===== src/rtl/rfr_pkg.sv =====
// ----------------------------------------------------------------------------
// Response frame receiver package
// Field widths, event and status codes, and the result word layout.
// ----------------------------------------------------------------------------
`default_nettype none

package rfr_pkg;

  localparam int RFR_MAX_BYTES_DEF = 64;

  localparam int FUNC_W   = 2;
  localparam int BYTE_W   = 8;
  localparam int IDX_OUT_W = 7;
  localparam int STATUS_W = 3;
  localparam int LEN_W    = 16;
  localparam int TICK_W   = 9;

  localparam logic [BYTE_W-1:0] HDR_FIRST   = 8'hEF;
  localparam logic [BYTE_W-1:0] HDR_SECOND  = 8'h01;
  localparam logic [BYTE_W-1:0] TIMEOUT_RST = 8'd60;
  localparam logic [TICK_W-1:0] TICK_SAT    = 9'h100;

  typedef enum logic [FUNC_W-1:0] {
    FUNC_START = 2'd0,
    FUNC_BYTE  = 2'd1,
    FUNC_TICK  = 2'd2,
    FUNC_ABORT = 2'd3
  } func_t;

  typedef enum logic [STATUS_W-1:0] {
    ST_OK       = 3'd0,
    ST_BADSUM   = 3'd1,
    ST_TIMEOUT  = 3'd2,
    ST_OVERFLOW = 3'd3,
    ST_ABORT    = 3'd4
  } status_t;

  typedef struct packed {
    logic                 byte_valid;
    logic [IDX_OUT_W-1:0] byte_index;
    logic [BYTE_W-1:0]    byte_value;
    logic                 done_res;
    status_t              status;
    logic [IDX_OUT_W-1:0] byte_count;
  } result_t;

  typedef struct packed {
    logic [FUNC_W-1:0] func;
    logic [BYTE_W-1:0] rx_byte;
  } item_t;

endpackage

`default_nettype wire


===== src/rtl/rfr_in_stage.sv =====
// ----------------------------------------------------------------------------
// Response frame receiver input stage
// Registers one incoming word and hands it to the frame logic.
// ----------------------------------------------------------------------------
`default_nettype none

module rfr_in_stage (
  input  wire logic          clk,
  input  wire logic          rst,
  input  wire logic          in_valid,
  output logic               in_ready,
  input  wire rfr_pkg::item_t in_item,
  output logic               item_valid,
  output rfr_pkg::item_t     item,
  input  wire logic          item_take
);
  import rfr_pkg::*;

  logic held;

  assign in_ready   = !held || item_take;
  assign item_valid = held;

  always_ff @(posedge clk) begin
    if (rst) begin
      held <= 1'b0;
    end else if (in_ready) begin
      held <= in_valid;
    end
  end

  always_ff @(posedge clk) begin
    if (in_valid && in_ready) begin
      item <= in_item;
    end
  end

endmodule

`default_nettype wire


===== src/rtl/rfr_frame_core.sv =====
// ----------------------------------------------------------------------------
// Response frame receiver frame logic
// Holds the reception state and turns one word into one result word.
// ----------------------------------------------------------------------------
`default_nettype none

module rfr_frame_core #(
  parameter int MAX_BYTES = rfr_pkg::RFR_MAX_BYTES_DEF
) (
  input  wire logic                        clk,
  input  wire logic                        rst,
  input  wire logic                        cfg_write_en,
  input  wire logic [rfr_pkg::BYTE_W-1:0]  cfg_write_data,
  input  wire rfr_pkg::item_t              item,
  input  wire logic                        step,
  output rfr_pkg::result_t                 res
);
  import rfr_pkg::*;

  localparam int IDX_W = $clog2(MAX_BYTES + 1);
  localparam int CMP_W = LEN_W + 1;
  localparam logic [IDX_W:0] MAX_C = (IDX_W + 1)'(MAX_BYTES);

  typedef enum logic [3:0] {
    PH_IDLE   = 4'b0001,
    PH_HUNT   = 4'b0010,
    PH_HEADER = 4'b0100,
    PH_BODY   = 4'b1000
  } phase_t;

  phase_t            phase, phase_next;
  logic [IDX_W-1:0]  index, index_next;
  logic [LEN_W-1:0]  frame_length, frame_length_next;
  logic              length_known, length_known_next;
  logic [BYTE_W-1:0] running_sum, running_sum_next;
  logic [BYTE_W-1:0] previous_byte, previous_byte_next;
  logic [TICK_W-1:0] tick_count, tick_count_next;
  logic [BYTE_W-1:0] timeout_ticks;

  logic [IDX_W:0]    idx_inc;
  logic [IDX_W-1:0]  idx_body;
  logic [TICK_W-1:0] tick_inc;
  logic [BYTE_W-1:0] chk;
  logic [IDX_W+IDX_OUT_W-1:0] idx_ext, body_ext, max_ext;
  logic [CMP_W+IDX_W-1:0]     body_cmp;
  logic [CMP_W-1:0]           end_at;
  logic [LEN_W-1:0]  len_body;
  logic              known_body;
  logic              end_hit;
  logic [BYTE_W-1:0] b;

  assign b        = item.rx_byte;
  assign idx_inc  = {1'b0, index} + (IDX_W + 1)'(1);
  assign idx_body = idx_inc[IDX_W-1:0];
  assign tick_inc = (tick_count < TICK_SAT) ? tick_count + TICK_W'(1) : tick_count;
  assign chk      = running_sum - previous_byte;
  assign idx_ext  = {{IDX_OUT_W{1'b0}}, index};
  assign body_ext = {{IDX_OUT_W{1'b0}}, idx_body};
  assign max_ext  = {{IDX_OUT_W{1'b0}}, MAX_C[IDX_W-1:0]};
  assign body_cmp = {{CMP_W{1'b0}}, idx_body};

  // Length as it stands once the current body byte is taken in.
  assign len_body   = (idx_body == IDX_W'(7)) ? {b, frame_length[BYTE_W-1:0]} :
                      (idx_body == IDX_W'(8)) ? {frame_length[LEN_W-1:BYTE_W], b} :
                      frame_length;
  assign known_body = length_known || (idx_body == IDX_W'(8));
  assign end_at     = {1'b0, len_body} + CMP_W'(8);
  assign end_hit    = known_body && (body_cmp[CMP_W-1:0] == end_at);

  always_comb begin
    phase_next         = phase;
    index_next         = index;
    frame_length_next  = frame_length;
    length_known_next  = length_known;
    running_sum_next   = running_sum;
    previous_byte_next = previous_byte;
    tick_count_next    = tick_count;
    res                = '0;

    if (item.func == FUNC_START) begin
      phase_next         = PH_HUNT;
      index_next         = '0;
      frame_length_next  = '0;
      length_known_next  = 1'b0;
      running_sum_next   = '0;
      previous_byte_next = '0;
      tick_count_next    = '0;
    end else if (phase != PH_IDLE) begin
      case (item.func)
        FUNC_ABORT: begin
          phase_next     = PH_IDLE;
          res.done_res   = 1'b1;
          res.status     = ST_ABORT;
          res.byte_count = idx_ext[IDX_OUT_W-1:0];
        end
        FUNC_TICK: begin
          tick_count_next = tick_inc;
          if (tick_inc > {1'b0, timeout_ticks}) begin
            phase_next     = PH_IDLE;
            res.done_res   = 1'b1;
            res.status     = ST_TIMEOUT;
            res.byte_count = idx_ext[IDX_OUT_W-1:0];
          end
        end
        FUNC_BYTE: begin
          if (phase != PH_BODY) begin
            // Header hunt: 0xEF always restarts the header at index zero.
            if (b == HDR_FIRST) begin
              index_next     = '0;
              phase_next     = PH_HEADER;
              res.byte_valid = 1'b1;
              res.byte_value = b;
            end else if (phase == PH_HEADER && b == HDR_SECOND) begin
              index_next     = IDX_W'(1);
              phase_next     = PH_BODY;
              res.byte_valid = 1'b1;
              res.byte_index = IDX_OUT_W'(1);
              res.byte_value = b;
            end else begin
              index_next = '0;
              phase_next = PH_HUNT;
            end
          end else if (idx_inc > MAX_C) begin
            phase_next     = PH_IDLE;
            res.done_res   = 1'b1;
            res.status     = ST_OVERFLOW;
            res.byte_count = max_ext[IDX_OUT_W-1:0];
          end else begin
            index_next = idx_body;
            if (idx_body >= IDX_W'(6)) begin
              running_sum_next = running_sum + b;
            end
            if (idx_body == IDX_W'(7)) begin
              frame_length_next = {b, frame_length[BYTE_W-1:0]};
            end
            if (idx_body == IDX_W'(8)) begin
              frame_length_next = {frame_length[LEN_W-1:BYTE_W], b};
              length_known_next = 1'b1;
            end
            previous_byte_next = b;
            res.byte_valid     = 1'b1;
            res.byte_index     = body_ext[IDX_OUT_W-1:0];
            res.byte_value     = b;
            // The last byte carries the sum of the bytes from index six up to the one two places before it.
            if (end_hit) begin
              phase_next     = PH_IDLE;
              res.done_res   = 1'b1;
              res.status     = (chk == b) ? ST_OK : ST_BADSUM;
              res.byte_count = body_ext[IDX_OUT_W-1:0];
            end
          end
        end
        default: begin
          phase_next = phase;
        end
      endcase
    end
  end

  always_ff @(posedge clk) begin
    if (rst) begin
      phase         <= PH_IDLE;
      index         <= '0;
      frame_length  <= '0;
      length_known  <= 1'b0;
      running_sum   <= '0;
      previous_byte <= '0;
      tick_count    <= '0;
    end else if (step) begin
      phase         <= phase_next;
      index         <= index_next;
      frame_length  <= frame_length_next;
      length_known  <= length_known_next;
      running_sum   <= running_sum_next;
      previous_byte <= previous_byte_next;
      tick_count    <= tick_count_next;
    end
  end

  always_ff @(posedge clk) begin
    if (rst) begin
      timeout_ticks <= TIMEOUT_RST;
    end else if (cfg_write_en) begin
      timeout_ticks <= cfg_write_data;
    end
  end

endmodule

`default_nettype wire


===== src/rtl/rfr_out_stage.sv =====
// ----------------------------------------------------------------------------
// Response frame receiver output stage
// Result register that decouples the frame logic from the consumer.
// ----------------------------------------------------------------------------
`default_nettype none

module rfr_out_stage (
  input  wire logic             clk,
  input  wire logic             rst,
  input  wire logic             load_valid,
  output logic                  load_ready,
  input  wire rfr_pkg::result_t load_res,
  output logic                  out_valid,
  input  wire logic             out_ready,
  output rfr_pkg::result_t      out_res
);
  import rfr_pkg::*;

  logic full;

  assign load_ready = !full || out_ready;
  assign out_valid  = full;

  always_ff @(posedge clk) begin
    if (rst) begin
      full <= 1'b0;
    end else if (load_ready) begin
      full <= load_valid;
    end
  end

  always_ff @(posedge clk) begin
    if (load_valid && load_ready) begin
      out_res <= load_res;
    end
  end

endmodule

`default_nettype wire


===== src/rtl/response_frame_receiver.sv =====
// ----------------------------------------------------------------------------
// Response frame receiver
// Header hunt, length-prefixed framing and sum check for sensor replies.
// ----------------------------------------------------------------------------
// Every accepted word yields exactly one result word. The block takes one word
// per clock cycle while the result register is free or being read, as the whole
// frame state update for a word is combinational between the input register
// and the result register. A word's result moves from the input register into
// the result register once that one is free or being read, and is held there
// until taken. A stalled result register holds back the input once the input
// register is also occupied, so up to two words can wait inside the block.
// timeout_ticks may be written when no words are in flight.
`default_nettype none

module response_frame_receiver #(
  parameter int MAX_BYTES = rfr_pkg::RFR_MAX_BYTES_DEF
) (
  input  wire logic                          clk,
  input  wire logic                          rst,
  input  wire logic                          cfg_write_en,
  input  wire logic [rfr_pkg::BYTE_W-1:0]    cfg_write_data,
  input  wire logic                          in_valid,
  output logic                               in_ready,
  input  wire logic [rfr_pkg::FUNC_W-1:0]    func,
  input  wire logic [rfr_pkg::BYTE_W-1:0]    rx_byte,
  output logic                               out_valid,
  input  wire logic                          out_ready,
  output logic                               byte_valid,
  output logic [rfr_pkg::IDX_OUT_W-1:0]      byte_index,
  output logic [rfr_pkg::BYTE_W-1:0]         byte_value,
  output logic                               done_res,
  output logic [rfr_pkg::STATUS_W-1:0]       status,
  output logic [rfr_pkg::IDX_OUT_W-1:0]      byte_count
);
  import rfr_pkg::*;

  item_t   in_item, item;
  logic    item_valid, load_ready, step;
  result_t core_res, out_res;

  assign in_item.func    = func;
  assign in_item.rx_byte = rx_byte;
  assign step            = item_valid && load_ready;

  rfr_in_stage u_in (
    .clk        (clk),
    .rst        (rst),
    .in_valid   (in_valid),
    .in_ready   (in_ready),
    .in_item    (in_item),
    .item_valid (item_valid),
    .item       (item),
    .item_take  (load_ready)
  );

  rfr_frame_core #(
    .MAX_BYTES (MAX_BYTES)
  ) u_core (
    .clk            (clk),
    .rst            (rst),
    .cfg_write_en   (cfg_write_en),
    .cfg_write_data (cfg_write_data),
    .item           (item),
    .step           (step),
    .res            (core_res)
  );

  rfr_out_stage u_out (
    .clk        (clk),
    .rst        (rst),
    .load_valid (item_valid),
    .load_ready (load_ready),
    .load_res   (core_res),
    .out_valid  (out_valid),
    .out_ready  (out_ready),
    .out_res    (out_res)
  );

  assign byte_valid = out_res.byte_valid;
  assign byte_index = out_res.byte_index;
  assign byte_value = out_res.byte_value;
  assign done_res   = out_res.done_res;
  assign status     = out_res.status;
  assign byte_count = out_res.byte_count;

endmodule

`default_nettype wire


===== config.mk =====
export PLATFORM = sky130hd
export DESIGN_NAME = response_frame_receiver
export DESIGN_NICKNAME = d
export VERILOG_FILES = /design/src/rtl/rfr_pkg.sv /design/src/rtl/rfr_in_stage.sv /design/src/rtl/rfr_frame_core.sv /design/src/rtl/rfr_out_stage.sv /design/src/rtl/response_frame_receiver.sv
export SDC_FILE = /design/constraint.sdc
export NUM_CORES = 1
export LEC_CHECK = 0
export BUFFER_PORTS_ARGS = -buffer_cell sky130_fd_sc_hd__buf_4
export CAP_MARGIN = 20
export CORE_MARGIN = 1
export CORE_UTILIZATION = 25
export CTS_CLUSTER_SIZE = 8
export DETAILED_ROUTE_END_ITERATION = 10
export GPL_ROUTABILITY_DRIVEN = 0
export SLEW_MARGIN = 30
export SYNTH_ARGS = -nofsm -noshare
export SYNTH_HDL_FRONTEND = slang
export SYNTH_SLANG_ARGS = --single-unit
export TNS_END_PERCENT = 1

===== constraint.sdc =====
create_clock -name clk -period 5.2 [get_ports clk]
set_input_delay 1.04 -clock clk [delete_from_list [all_inputs] [get_ports clk]]
set_output_delay 1.04 -clock clk [all_outputs]
set_load 0.02 [all_outputs]

==> results of run 1 <==
[cell families after synthesis]
group	Yosys count	synth area share (%)
buf+inv	62	4.46
mux	25	4.54
xor+xnor	43	6.53
fa+ha+maj	29	6.21
flops	100	39.0
simple gates	271	22.7
compound gates	153	16.6
[area by class of cell]
type                       instances  area, um^2  area share [%]
multi-input combinational        521        3450            48.9
sequential                       100        2370            33.6
timing repair buffer              56         420            5.95
tap                              319         399            5.65
clock buffer                       9         225            3.19
clock inverter                     7        97.6            1.38
inverter                          26        97.6            1.38
[Yosys cell counts (all sizes together) (4+ instances only)]
| library cell | instances |
|---|---|
| a22oi | 18 |
| a21o | 9 |
| o211ai | 9 |
| nand2 | 54 |
| and2 | 14 |
| nand3 | 33 |
| xnor2 | 30 |
| mux2 | 8 |
| o21ai | 25 |
| inv | 26 |
| nor2b | 10 |
| a211oi | 7 |
| nor2 | 78 |
| and3 | 9 |
| or2 | 5 |
| nor4 | 4 |
| clkbuf | 20 |
| a31oi | 14 |
| o2111ai | 4 |
| ha | 27 |
| mux2i | 17 |
| nand2b | 15 |
| edfxtp | 37 |
| dfxtp | 63 |
| nor4b | 4 |
| nor3 | 16 |
| or3 | 7 |
| nand4 | 7 |
| buf | 16 |
| a21oi | 41 |
| xor2 | 12 |
[worst reg2reg max path, stage by stage (launching register included)]
cell and delay (ns):
dfxtp_1 0.62, ha_1 0.45, nand2_2 0.11, nor3_1 0.24, nand2_2 0.28, mux2_2 0.38, ha_1 0.32, nand3_1 0.14
xor2_1 0.14, o21ai_0 0.09, mux2i_1 0.16, o211ai_1 0.11, nor4b_1 0.27, and4_1 0.55, a31oi_2 0.25, a31o_1 0.27
[flip-flops by register name, indices dropped and copies added (netlist names), 4 cells and up]
register / flops
u_core.index: 7
u_core.frame_length: 16
u_out.out_res: 27
u_core.timeout_ticks: 8
u_core.previous_byte: 8
u_in.item: 10
u_core.phase: 4
u_core.running_sum: 8
u_core.tick_count: 9
[power breakdown]
part	switching, mW	internal (mW)	leakage (nW)	total (mW)
sequential	0.0253	0.830	0.858	0.855
clock	0.304	0.425	0.154	0.728
combinational	0.0773	0.0542	1.60	0.131
total	0.406	1.31	2.62	1.72
[worst min-delay path by stage]
stage,from,endpoint,slack [ns],depth (start not counted)
6_report,u_core.timeout_ticks[3]$_SDFFE_PP1P_,u_core.timeout_ticks[3]$_SDFFE_PP1P_,0.49,2
5_1_grt,u_core.tick_count[1]$_SDFFE_PP0P_,u_core.tick_count[1]$_SDFFE_PP0P_,0.51,2
4_1_cts,u_core.length_known$_SDFFE_PP0P_,u_core.length_known$_SDFFE_PP0P_,0.49,2
3_5_place_dp,u_core.length_known$_SDFFE_PP0P_,u_core.length_known$_SDFFE_PP0P_,0.48,2
3_3_place_gp,u_core.length_known$_SDFFE_PP0P_,u_core.length_known$_SDFFE_PP0P_,0.47,2
2_1_floorplan,u_core.length_known$_SDFFE_PP0P_,u_core.length_known$_SDFFE_PP0P_,0.44,2
[stage by stage]
stage / cell area, um^2 / hold WS, ns / setup slack (ns) / instances / power, mW
final: 7060 / 0.489 / 0.727 / 1038 / 1.72
after CTS: 7060 / 0.489 / 0.728 / 1038 / 1.74
after floorplan: 6090 / 0.441 / 1.70 / 683 / 0.949
after global placement: 6740 / 0.472 / 0.942 / 1022 / 1.00
after detailed placement: 6740 / 0.476 / 0.761 / 1022 / 1.01
after global routing: 7060 / 0.506 / 0.375 / 1038 / 1.78
[metal layers]
| layer | track usage [%] | up-vias |
|---|---|---|
| met5 | 0 | - |
| met4 | 2.66 | 0 |
| met3 | 2.30 | 5 |
| met2 | 21.0 | 94 |
| met1 | 17.4 | 2416 |
| li1 | - | 2526 |
==> results.md, run 1 <==
* Register area share after synthesis at 39.0%
* Via count at slightly above 5000
* End of the worst register-to-register path: u_core.phase[2]$_SDFFE_PP0P_
* CTS Buffer Depth at 2
* N_diodes at 0
* Routed length on met2 at just over 7 mm
* Initial DRC count at 264
* Fin crit period at approximately 4.5 ns
* Library cells used by synthesis at between 70 and 80
* Final Hold Vio Count at 0
* Worst R2R Setup Slack at slightly above 0.7 ns
* Reg2reg path depth at 15
* Global-route wire length before repair at ~25 mm
* Leak Pwr at 2.62 nW
* CP top delay family: simple AND/OR/NAND/NOR gates
* Crit path depth at 15
* CP Data Required Time at about 5.4 ns
* Gate Count Post-Synth at between 600 and 700
* WL final at between 15 and 20 mm
* CP peak stage delay at approximately 0.62 ns
* Dpl hpwl at about 11 mm
* Die Y at 158 um
* DRC viols at 0
* Top FF cell, synth: dfxtp_1
* Initial core utilization at 25.7%
* Hold Crit Class: flip-flop to flip-flop
* Initial DRT Pass Iterations at 4
* FFs w/ async S/R, synth at 0%
* Layout cells sized above 1 at between 10 and 15%
* Crit path DAT at 4.71 ns
* Grt ovf at 0
* Critical path type: flip-flop to flip-flop
* Largest cells by area after synthesis: dfxtp_1 21%, edfxtp_1 18%, ha_1 5.5%, nor2_1 4.7%, xnor2_1 4.3%
* Die ar. at 0.0250 mm^2
* Hold Buf Count CTS at 0
* CTS buffer count at 9
* Slowest CP cell: dfxtp_1
* Max-cap viol count at 0
* Critical R2R Launch: u_core.index[0]$_SDFFE_PP0P_
* Clock transition at path regs at around 0.070 ns
* Largest net degree at the start of global routing at 59
* Met1 wire length at about 7.6 mm
* Crit start category: flip-flop
* Core area at between 0.02 and 0.025 mm^2
* Met3 WL post-DR at just over 500 um
* Vias in the first global route at ~4700
* CP endpoint kind: flip-flop
* Final ANT Viol Nets at 0
* Number of H-tree levels at 3
* CP Cell Sequence: ha_1, nand2_2, nor3_1, nand2_2, mux2_2, ha_1, nand3_1, xor2_1, o21ai_0, mux2i_1, o211ai_1, nor4b_1, and4_1, a31oi_2, a31o_1
* Util after Layout at between 20% and 30%
* Status: finished, final reports clean
* Worst setup endpoint: u_core.phase[2]$_SDFFE_PP0P_
* # Post-CTS Setup Buffers at 0
* Top routing layer in use: met4
* RSZ-0062 raised after global routing: false
* Rel. slew slack at between 30% and 40%
* Cell taking the most area after synthesis: dfxtp_1
* Layout area overhead at 16.0%
* # port buffers at 51
* Synth top area share at approximately a fifth
* Row Count at 56
* Final Slew Violations at 0
* Actual slew at the worst max-slew pin at ~1.0 ns
* CP startpoint: u_core.index[0]$_SDFFE_PP0P_
* Syn Nets at around 740
* WL/cell at 14.9 um
* Clock Latency Late Sink at 0.35 ns
* Final Skew at between 0.008 and 0.009 ns
* Pwr dens at around 240 mW/mm^2
* Cts repair resizes at 0
* Final setup fails at 0
* Max Fclk at around 220 MHz
* Final period util at around 86%
* Synth Warn # at 0
* Post-Syn Area at 0.00609 mm^2
* Clk sink count at 100
* Initial antenna violation count at 0
* Setup total negative slack at 0 ns
* Worst-path fanout max at 15
* # IOs at 52
* Fillers at between 2000 and 3000
* CTS tree: done
* Number of synthesized flops with an enable pin at 37
* Final net count at between 700 and 800
* Via density at approximately 4.9
* Most common cell after layout, fill and taps aside: nor2_1
* Seq cells post-synth at 100
* Worst VDD drop at roughly 0.14 mV
* Crit path buffers/inverters at 0
* Commonest non-fill, non-tap cells in the layout: 76 x nor2_1, 63 x dfxtp_1, 56 x buf_4
* Total GRT Usage at about an eighth
* Die Wd at between 150 and 200 um
* Clk root buf: clkbuf_16
* Avg Inst Size Synth at around 9 um^2
Power figures use the tool's default switching activity.
==> run 2: changes to the inputs <==
Settings changed: GPL_TIMING_DRIVEN from default to 0.
==> results.md, run 2 (synthesis results as in run 1) <==
* Status: finished, final reports clean (unchanged)
* Global-route wire length before repair at 26.4 mm (was 25.0 mm)
* Placed cells at 1053 (was 1022)
* Fin crit period at 4.35 ns (was 4.47 ns)
* Max Fclk at 230 MHz (was 224 MHz)
* Number of flip-flops under the largest register name at 27 (unchanged)
* Pre-CTS setup slack at 0.895 ns (was 0.761 ns)
* Final setup fails at 0 (unchanged)
* Layout area overhead at 18.0% (was 16.0%)
* # port buffers at 51 (unchanged)
* Number of H-tree levels at 3 (unchanged)
* Largest net degree at the start of global routing at 30 (was 59)
* Max-cap viol count at 0 (unchanged)
* Worst VDD drop at 0.130 mV (was 0.139 mV)
* Commonest non-fill, non-tap cells in the layout: 76 x nor2_1, 63 x dfxtp_1, 55 x buf_4 (was 76 x nor2_1, 63 x dfxtp_1, 56 x buf_4)
* Hold Buf Count CTS at 0 (unchanged)
* Final setup margin at 0.846 ns (was 0.727 ns)
* Biggest registers after layout: u_out.out_res (27), u_core.frame_length (16), u_in.item (10) (unchanged)
* Setup total negative slack at 0 ns (unchanged)
* Pwr dens at 234 mW/mm^2 (was 243 mW/mm^2)
* Hold slack at 0.488 ns (was 0.489 ns)
* RSZ-0062 raised after global routing: false (unchanged)
* Leak Pwr at 2.68 nW (was 2.62 nW)
* CTS Buffer Depth at 2 (unchanged)
* Initial DRT Pass Iterations at 4 (unchanged)
* Fillers at 2572 (was 2602)
* Total GRT Usage at 14.0% (was 12.8%)
* Initial antenna violation count at 0 (unchanged)
* Dpl hpwl at 12.3 mm (was 11.2 mm)
* Register with the most flip-flops: u_out.out_res (unchanged)
* Cts repair resizes at 0 (unchanged)
* CTS tree: done (unchanged)
* CP Data Required Time at 5.37 ns (was 5.44 ns)
* Fin cells at 1069 (was 1038)
* Clock Latency Late Sink at 0.36 ns (was 0.35 ns)
* Vias in the first global route at 4879 (was 4666)
* Actual slew at the worst max-slew pin at 0.955 ns (was 1.01 ns)
* Final Hold Vio Count at 0 (unchanged)
* Crit path DAT at 4.52 ns (was 4.71 ns)
* Layout cells sized above 1 at 14.5% (was 13.9%)
* Final ANT Viol Nets at 0 (unchanged)
* Die Y at 158 um (unchanged)
* Via count at 5226 (was 5041)
* Die Wd at 158 um (unchanged)
* Initial DRC count at 396 (was 264)
* Critical path type: flip-flop to flip-flop (unchanged)
* CP endpoint kind: flip-flop (unchanged)
* Hold Crit Class: flip-flop to flip-flop (unchanged)
* Most common cell after layout, fill and taps aside: nor2_1 (unchanged)
* Clk sink count at 100 (unchanged)
* Clock transition at path regs at 0.07 ns (about the same)
* Clk root buf: clkbuf_16 (unchanged)
* WL/cell at 15.6 um (was 14.9 um)
* # IOs at 52 (unchanged)
* Crit start category: flip-flop (unchanged)
* WL final at 16.7 mm (was 15.5 mm)
* Worst-path fanout max at 10 (was 15)
* Initial core utilization at 25.7% (unchanged)
* Core area at 0.0237 mm^2 (unchanged)
* Row Count at 56 (unchanged)
* CTS buffer count at 9 (unchanged)
* Final Slew Violations at 0 (unchanged)
* Via density at 4.89 (was 4.86)
* N_diodes at 0 (unchanged)
* Final period util at 83.7% (was 86.0%)
* DRC viols at 0 (unchanged)
* # Post-CTS Setup Buffers at 0 (unchanged)
* Final Skew at 0.00501 ns (was 0.00801 ns)
* Rel. slew slack at 35.8% (was 32.0%)
* Final net count at 797 (was 766)
* Die ar. at 0.0250 mm^2 (unchanged)
* Grt ovf at 0 (unchanged)
run 2: cell count changes in the layout (fill, tap and decap cells not counted), sizes merged:
cell      delta
bufinv       -1
clkinv       +2
inv          -2
buf         +11
clkinvlp     -1
clkbuf      +22
run 2: layout make-up:
type / instances / area [um^2] / area share [%]
Multi-Input combinational cell: 521 / 3460 / 48.2
Sequential cell: 100 / 2370 / 33.0
Timing Repair Buffer: 51 / 383 / 5.33
Clock buffer: 11 / 243 / 3.38
Clock inverter: 5 / 51.3 / 0.714
Tap cell: 319 / 399 / 5.56
Buffer: 36 / 174 / 2.42
Inverter: 26 / 97.6 / 1.36
run 2: worst max-delay path: stages (launching register included):
cell and delay [ns]:
dfxtp_1 0.43, ha_1 0.18, buf_4 0.17, nand2_2 0.08, nor3_1 0.24, nand2_2 0.20, buf_6 0.20, mux2_2 0.23
ha_1 0.14, clkbuf_1 0.33, nand3_1 0.14, xor2_1 0.15, o21ai_0 0.09, mux2i_1 0.17, o211ai_1 0.10, nor4b_1 0.37
and4_1 0.33, buf_4 0.20, a21oi_1 0.11, a211oi_1 0.29
run 2: where the power goes:
group          internal [mW]  total (mW)  leakage (nW)  switching (mW)
sequential             0.830       0.842         0.858          0.0121
combinational         0.0564       0.151          1.68          0.0947
clock                  0.383       0.690         0.145           0.307
run 2: path summary, 6_finish.rpt:
check	start	end	slack [ns]	depth (start not counted)
max	u_core.index[0]$_SDFFE_PP0P_	u_out.out_res[7]$_SDFFCE_PP0P_	0.85	19
min	u_core.tick_count[1]$_SDFFE_PP0P_	u_core.tick_count[1]$_SDFFE_PP0P_	0.49	2
max reg2reg	u_core.index[0]$_SDFFE_PP0P_	u_out.out_res[7]$_SDFFCE_PP0P_	0.85	19
min reg2reg	u_core.tick_count[1]$_SDFFE_PP0P_	u_core.tick_count[1]$_SDFFE_PP0P_	0.49	2
run 2: routing by layer:
layer  part of all wire (%)  track usage [%]  vias to the layer above
met3                    5.1             2.66                       23
met1                     47             18.4                     2487
met5                      0                0                        -
li1                       -                -                     2580
met4                    2.1             5.31                        0
met2                     46             22.6                      136
run 2: per-stage QoR:
step	util (%)	area [um^2]	total power, mW
2_1_floorplan	-	6090	0.949
3_3_place_gp	29.0	6870	1.01
3_5_place_dp	29.0	6880	1.01
4_1_cts	30.3	7170	1.70
5_1_grt	30.3	7180	1.75
6_report	30.3	7180	1.68
